`src/sv/ppxrgba_pkg.sv`:
```
package ppxrgba_pkg;

   localparam int PALETTES        = 20;
   localparam int CODE_W          = 8;
   localparam int PALETTE_ENTRIES = 1 << CODE_W;
   localparam int MEM_DEPTH       = PALETTES * PALETTE_ENTRIES;
   localparam int ADDR_W          = $clog2(MEM_DEPTH);
   localparam int PAL_IDX_W       = (PALETTES > 1) ? $clog2(PALETTES) : 1;

   localparam int OP_W      = 2;
   localparam int PAL_SEL_W = 5;
   localparam int PAL_CMP_W = PAL_SEL_W + 1;
   localparam int WORD_W    = 16;
   localparam int CHAN_W    = 8;

   localparam logic [CHAN_W-1:0] ALPHA_CLEAR  = '0;
   localparam logic [CHAN_W-1:0] ALPHA_OPAQUE = '1;

   // x*255/31 for x < 32 is computed as (x * 255 * 8457) >> 18, exact over the range.
   localparam int                   EXP5_PROD_W = 26;
   localparam int                   EXP5_SHIFT  = 18;
   localparam logic [EXP5_PROD_W-1:0] EXP5_MUL  = 26'd2156535;

   // x*255/63 for x < 64 is computed as (x * 255 * 16645) >> 20, exact over the range.
   localparam int                   EXP6_PROD_W = 29;
   localparam int                   EXP6_SHIFT  = 20;
   localparam logic [EXP6_PROD_W-1:0] EXP6_MUL  = 29'd4244475;

   typedef enum logic [OP_W-1:0] {
      OP_WRITE   = 2'd0,
      OP_INDEXED = 2'd1,
      OP_DIRECT  = 2'd2
   } op_type;

   typedef struct packed {
      logic [OP_W-1:0]      op;
      logic [PAL_SEL_W-1:0] palette_select;
      logic [CODE_W-1:0]    pixel_code;
      logic [WORD_W-1:0]    color_word;
   } req_item_type;

   typedef struct packed {
      logic              valid;
      logic              direct;
      logic              transparent;
      logic [WORD_W-1:0] word;
      logic [WORD_W-1:0] entry;
      logic [WORD_W-1:0] entry0;
   } stage_type;

   typedef struct packed {
      logic [CHAN_W-1:0] red;
      logic [CHAN_W-1:0] green;
      logic [CHAN_W-1:0] blue;
      logic [CHAN_W-1:0] alpha;
   } pixel_type;

   function automatic logic [CHAN_W-1:0] expand5(input logic [4:0] x);
      logic [EXP5_PROD_W-1:0] prod;
      prod = EXP5_PROD_W'(x) * EXP5_MUL;
      return prod[EXP5_SHIFT +: CHAN_W];
   endfunction

   function automatic logic [CHAN_W-1:0] expand6(input logic [5:0] x);
      logic [EXP6_PROD_W-1:0] prod;
      prod = EXP6_PROD_W'(x) * EXP6_MUL;
      return prod[EXP6_SHIFT +: CHAN_W];
   endfunction

endpackage

```
`src/sv/ppxrgba_format.sv`:
```
module ppxrgba_format import ppxrgba_pkg::*; (
   input  logic      clock,
   input  logic      reset,
   input  stage_type stage,
   input  logic      rsp_ready,
   output logic      stage_take,
   output logic      rsp_valid,
   output pixel_type rsp_pixel
);

   logic              out_valid_ff;
   logic              out_valid_in;
   pixel_type         out_pixel_ff;
   pixel_type         out_pixel_in;
   logic              load;
   logic [WORD_W-1:0] color;

   assign load = !out_valid_ff || rsp_ready;

   // An indexed entry of zero falls back to entry 0 of the same palette.
   assign color = (stage.entry != '0) ? stage.entry : stage.entry0;

   always_comb begin
      if (stage.direct) begin
         out_pixel_in.red   = expand5(stage.word[15:11]);
         out_pixel_in.green = expand6(stage.word[10:5]);
         out_pixel_in.blue  = expand5(stage.word[4:0]);
         out_pixel_in.alpha = (stage.word == '0) ? ALPHA_CLEAR : ALPHA_OPAQUE;
      end else begin
         out_pixel_in.red   = expand5(color[4:0]);
         out_pixel_in.green = expand5(color[9:5]);
         out_pixel_in.blue  = expand5(color[14:10]);
         out_pixel_in.alpha = stage.transparent ? ALPHA_CLEAR : ALPHA_OPAQUE;
      end
   end

   assign out_valid_in = load ? stage.valid : out_valid_ff;

   always_ff @(posedge clock) begin
      if (reset) begin
         out_valid_ff <= 1'b0;
      end else begin
         out_valid_ff <= out_valid_in;
      end
   end

   always_ff @(posedge clock) begin
      if (load) begin
         out_pixel_ff <= out_pixel_in;
      end
   end

   assign stage_take = load;
   assign rsp_valid  = out_valid_ff;
   assign rsp_pixel  = out_pixel_ff;

endmodule

```
`config.mk`:
```
export PLATFORM = sky130hd
export DESIGN_NAME = ppxrgba_format
export DESIGN_NICKNAME = d
export VERILOG_FILES = /design/src/sv/ppxrgba_pkg.sv /design/src/sv/ppxrgba_format.sv
export SDC_FILE = /design/constraint.sdc
export NUM_CORES = 1
export LEC_CHECK = 0
export BUFFER_PORTS_ARGS = -buffer_cell sky130_fd_sc_hd__buf_2
export CORE_ASPECT_RATIO = 0.75
export CORE_UTILIZATION = 57
export DETAILED_ROUTE_END_ITERATION = 16
export PLACE_DENSITY = 0.77
export SLEW_MARGIN = 0
export SYNTH_ARGS = -nofsm -noshare
export SYNTH_HDL_FRONTEND = slang
export SYNTH_SLANG_ARGS = --single-unit
```
`constraint.sdc`:
```
create_clock -name clock -period 6.75 [get_ports clock]
set_input_delay 1.35 -clock clock [delete_from_list [all_inputs] [get_ports clock]]
set_output_delay 1.35 -clock clock [all_outputs]
set_load 0.02 [all_outputs]
```
# [Word level (Yosys, flattened, before mapping)]
# Cells that the tools add are included.
[op_classes] n_mul=6 mux=4 n_reduce_logical=4
[ops] cell="$mul 5x22->26 const B" count=5
[ops] cell="$mux 32" count=1
[ops] cell="$mul 6x23->28 const B" count=1
[ops] cell="$logic_not 16->1" count=1
[ops] cell="$mux 8" count=2
[ops] cell="$reduce_bool 16->1" count=1
[ops] cell="$mux 15" count=1
[ops] cell="$logic_not 1->1" count=1
[ops] cell="$logic_or 1x1->1" count=1
[word_totals] ff_bits=33 in_bits=54 word_cells=19

# [Longest topological paths before layout]
[logic_depth] word_depth=4 ltp_mapped=26 mapped_depth_nobuf=24

# [Worst setup path after synthesis]
# No wires, ideal clock.
[synth_timing] path_kind="input to register" start="in stage[20] in the netlist's numbering" end="reg out_pixel_ff, in the netlist rsp_pixel[31] (data pin)" arrival_ps=6442 t_required_ps=6591 setup_slack_ps=149 cell_stages=25 path_cell_list="nor4_1 > and4_4 > buf_12 > and2_1 > clkbuf_1 > a21oi_1 > ha_1 > inv_1 > ha_1 > nor2_1 > inv_1 > fa_1 > inv_1 > fa_1 > inv_1 > ha_1 > a211o_1 > o211ai_1 > a21oi_1 > o22ai_1 > nand3b_1 > a21oi_2 > nor3_2 > a211o_1 > o211ai_1"
[synth_rtl] item="start, declared" line_no="ppxrgba_format.sv:4" rtl="input stage_type stage,"
[synth_rtl] item="end signal, assigned" line_no="ppxrgba_format.sv:49" rtl="out_pixel_ff <= out_pixel_in;"
[synth_rtl] item="end, declared" line_no="ppxrgba_format.sv:13" rtl="pixel_type out_pixel_ff;"

==> metrics.md <==
| Metric | Value |
|---|---|
| Status | finished clean |
| Setup TNS | 0 ps |
| Slew Limit Fails | 0 |
| First-pass GRT wire length | 32,700 um |
| Placed Area | 9910 um^2 |
| DR iter-0 viols | 247 |
| Top_reg_cell synth | edfxtp_1 |
| R2R cell count | 2 |
| GP Congestion | 0.863 |
| Final #Nets | about 1,400 |
| Reg area | 771 um^2 |
| CP endpoint kind | flip-flop |
| Main combinational cell family by area after synthesis | adder cells |
| Yosys top cell area share | between 30% and 40% |
| Largest net degree at the start of global routing | 28 |
| Post-Synth Adder-Cell Area | a little over half |
| CP max-delay cell | fa_1 |
| Hold path cells | 3 |
| Peak supply drop | 0.101 mV |
| Syn_area_per_cell | 9.54 um^2 |
| Clk pin slew, worst setup/hold paths | around 70 ps |
| Combinational Power Share | 78.3% |
| Yosys cell types | 69 |
| Reg-to-reg setup timing slack | 5700 ps |
| Setup Skew | 2.33 ps |
| Initial Utilization | 58.8% |
| Die ar. | 16,300 um^2 |
| Pre-CTS setup slack | 40.5 ps |
| CP peak stage delay | 590 ps |
| CTS H-tree lvls | 1 |
| Slew @ Worst Pin | between 1000 and 1500 ps |
| Worst Setup Path Type | input pin to flip-flop |
| Layout cells sized above 1 | 15.0% |
| Cell Area, Synth | 9010 um^2 |
| Clk buf depth | 2 |
| FILL cells | 1,314 |
| Number of synthesized flops with an enable pin | 25 |
| Crit path DAT | around 6500 ps |
| RSZ-0062 raised after global routing | no |
| Num CTS Buffers | 3 |
| Max_cap viols | 0 |
| Core ar. | between 15,000 and 20,000 um^2 |
| Worst r2r src | rsp_valid$_SDFFE_PP0P_ |
| Drt pass-1 iters | 5 |
| Seq pwr share | 13.5% |
| Row count | 39 |
| Num ports | 88 |
| Hold Path End | rsp_valid$_SDFFE_PP0P_ |
| Crit path max fanout | 7 |
| Mux contribution to synthesized area | approximately 1.7% |
| Final setup viols | 0 |
| Async set-reset flop share out of synthesis | 0% |
| Initial antenna violation count | 0 |
| Syn_nets | around 1,300 |
| Class of the worst hold path | flip-flop to flip-flop |
| Final min period | 6440 ps |
| Post-route cell area | 10,000 um^2 |
| Worst Setup Start Kind | input pin |
| Switching share of power | 48.1% |
| Largest cells by area after synthesis | ha_1, fa_1, edfxtp_1 |
| Post-Synth XOR/XNOR Area | 3.31% |
| PnR worst setup slack | 305 ps |
| CTS tree | yes |
| I/O Buffers | 86 |
| Worst R2R End | rsp_pixel[29]$_DFFE_PP_ |
| Syn. warnings | 0 |
| Die outline height | 111 um |
| Syn Inst Count | 944 |
| Routed vias | 6,922 |
| Routed wire per std cell | 14.9 um |
| Vias in the first global route | 7,096 |
| Sink count of the clock tree | 26 |
| Post-CTS Hold Buffers | 0 |
| Final ANT Viol Nets | 0 |
| Fin Hold WS | 832 ps |
| Wirelength, routed | 18,900 um |
| Syn-to-layout area delta | 11.0% |
| Critical Path RT | roughly 6800 ps |
| Seq cells post-synth | 26 |
| Gr ovfl total | 0 |
| CTS root buf | clkbuf_16 |
| Hold Crit Start | rsp_valid$_SDFFE_PP0P_ |
| Dpl hpwl | ~17,000 um |
| Simple-gate share of the synthesized area | under 10% |
| Max_slew headroom | 24.9% |
| DRC Markers | 0 |
| Multi-input gate area | 7420 um^2 |
| Clock Power Share | a little over 8% |
| Diode count | 0 |
| Yosys top cell by area | ha_1 |
| P_leak | 5.32 nW |
| Post-route clock period utilization | 95.5% |
| Power per cell area | between 150 and 200 nW/um^2 |
| Total Routing Usage GR | 24.7% |
| Psw | around 0.8 mW |
| Chip Width | between 100 and 150 um |
| Vias per inst | approximately 5.5 |
| Compound-Gate Fraction of Synth Area | 14.1% |
| Clk_lat worst skew | 270 ps |
| Fmax | around 160 MHz |
| Most frequent cell on the critical path | inv_1 |
| Internal | around 0.9 mW |
| Final hold violation count | 0 |
| Register area share after synthesis | about 8.6% |
## placed cells by master (no fill, tap or decap), drive strengths merged, types with 13 or more instances in the layout
cell type  count
nand2         30
a21o          31
inv          192
buf          129
nand4         16
o21ai         30
ha           222
nand3         13
xnor2         29
a21oi         48
edfxtp        25
nor2          32
mux2i         13
fa           103
## per-layer routing
metal	track usage, %	part of all wire (%)	up-vias
met1	34.6	48	3309
li1	-	-	3478
met4	2.75	0.84	0
met5	0	0	-
met3	2.30	3.9	12
met2	42.5	47	123
## Yosys cell counts, types with 3 or more instances
library cell / count
a211o_1: 7
a211oi_1: 9
a21boi_0: 5
a21o_1: 31
a21oi_1: 45
a21oi_2: 3
a31oi_1: 5
a31oi_4: 3
a41oi_1: 3
and2_1: 4
and3_1: 4
and4_1: 3
buf_4: 7
clkbuf_1: 5
edfxtp_1: 25
fa_1: 103
ha_1: 222
inv_1: 191
mux2i_1: 12
nand2_1: 30
nand2b_1: 4
nand3_1: 13
nand4_1: 16
nor2_1: 32
nor2b_1: 8
nor3_1: 9
nor3b_1: 3
nor4_1: 4
nor4b_1: 3
o2111ai_1: 5
o211ai_1: 8
o21a_1: 8
o21ai_0: 27
o21ai_1: 3
or2_2: 9
xnor2_1: 29
xor2_1: 5
## area by class of cell
class / count / share of cell area (%)
clock buffers: 3 / 0.751
clock inverters: 1 / 0.0375
inverters: 192 / 7.21
multi-input cells: 711 / 74.2
flip-flops and latches: 26 / 7.71
well taps: 205 / 2.56
repair buffers: 129 / 7.53
## repair_timing
item | in CTS | in global routing
setup buffers | 0 | 0
gates resized for setup | 0 | 1
setup endpoints to repair | 0 | 2
endpoints found under the hold margin | 0 | 0
## through the flow
stage	power, mW	util [%]	cells
6_report	1.68	65.3	1267
5_1_grt	1.90	65.3	1267
4_1_cts	1.69	65.2	1267
3_5_place_dp	1.54	64.7	1263
3_3_place_gp	1.49	64.7	1263
2_1_floorplan	1.19	-	944
## registers in the layout (all words and copies together) (netlist names)
signal / count
rsp_pixel: 25
rsp_valid: 1
## worst max-delay path by stage
stage,from,endpoint
finish,stage[24],rsp_pixel[14]$_DFFE_PP_
global route,stage[24],rsp_pixel[30]$_DFFE_PP_
CTS,stage[24],rsp_pixel[14]$_DFFE_PP_
detailed placement,stage[24],rsp_pixel[14]$_DFFE_PP_
global placement,stage[24],rsp_pixel[14]$_DFFE_PP_
floorplan,stage[20],rsp_pixel[31]$_DFFE_PP_
## critical path, delay by kind of cell
kind	cells	cell delay, ps
simple gates	6	1230
xor+xnor	1	150
compound gates	4	920
mux	1	90
fa+ha+maj	5	1910
buf+inv	8	790
## kinds of logic after synthesis
| family | count (synthesis) |
|---|---|
| xor+xnor | 34 |
| mux | 14 |
| buf+inv | 207 |
| compound gates | 183 |
| flops | 26 |
| simple gates | 155 |
| fa+ha+maj | 325 |
## power groups by stage
stage	registers [mW]	logic (mW)	clock network [mW]
final	0.227	1.32	0.139
after global routing	0.229	1.53	0.145
after CTS	0.227	1.32	0.139
after detailed placement	0.230	1.31	0
after floorplan	0.261	0.932	0
after global placement	0.231	1.26	0
(Power assumes the default switching activity.)
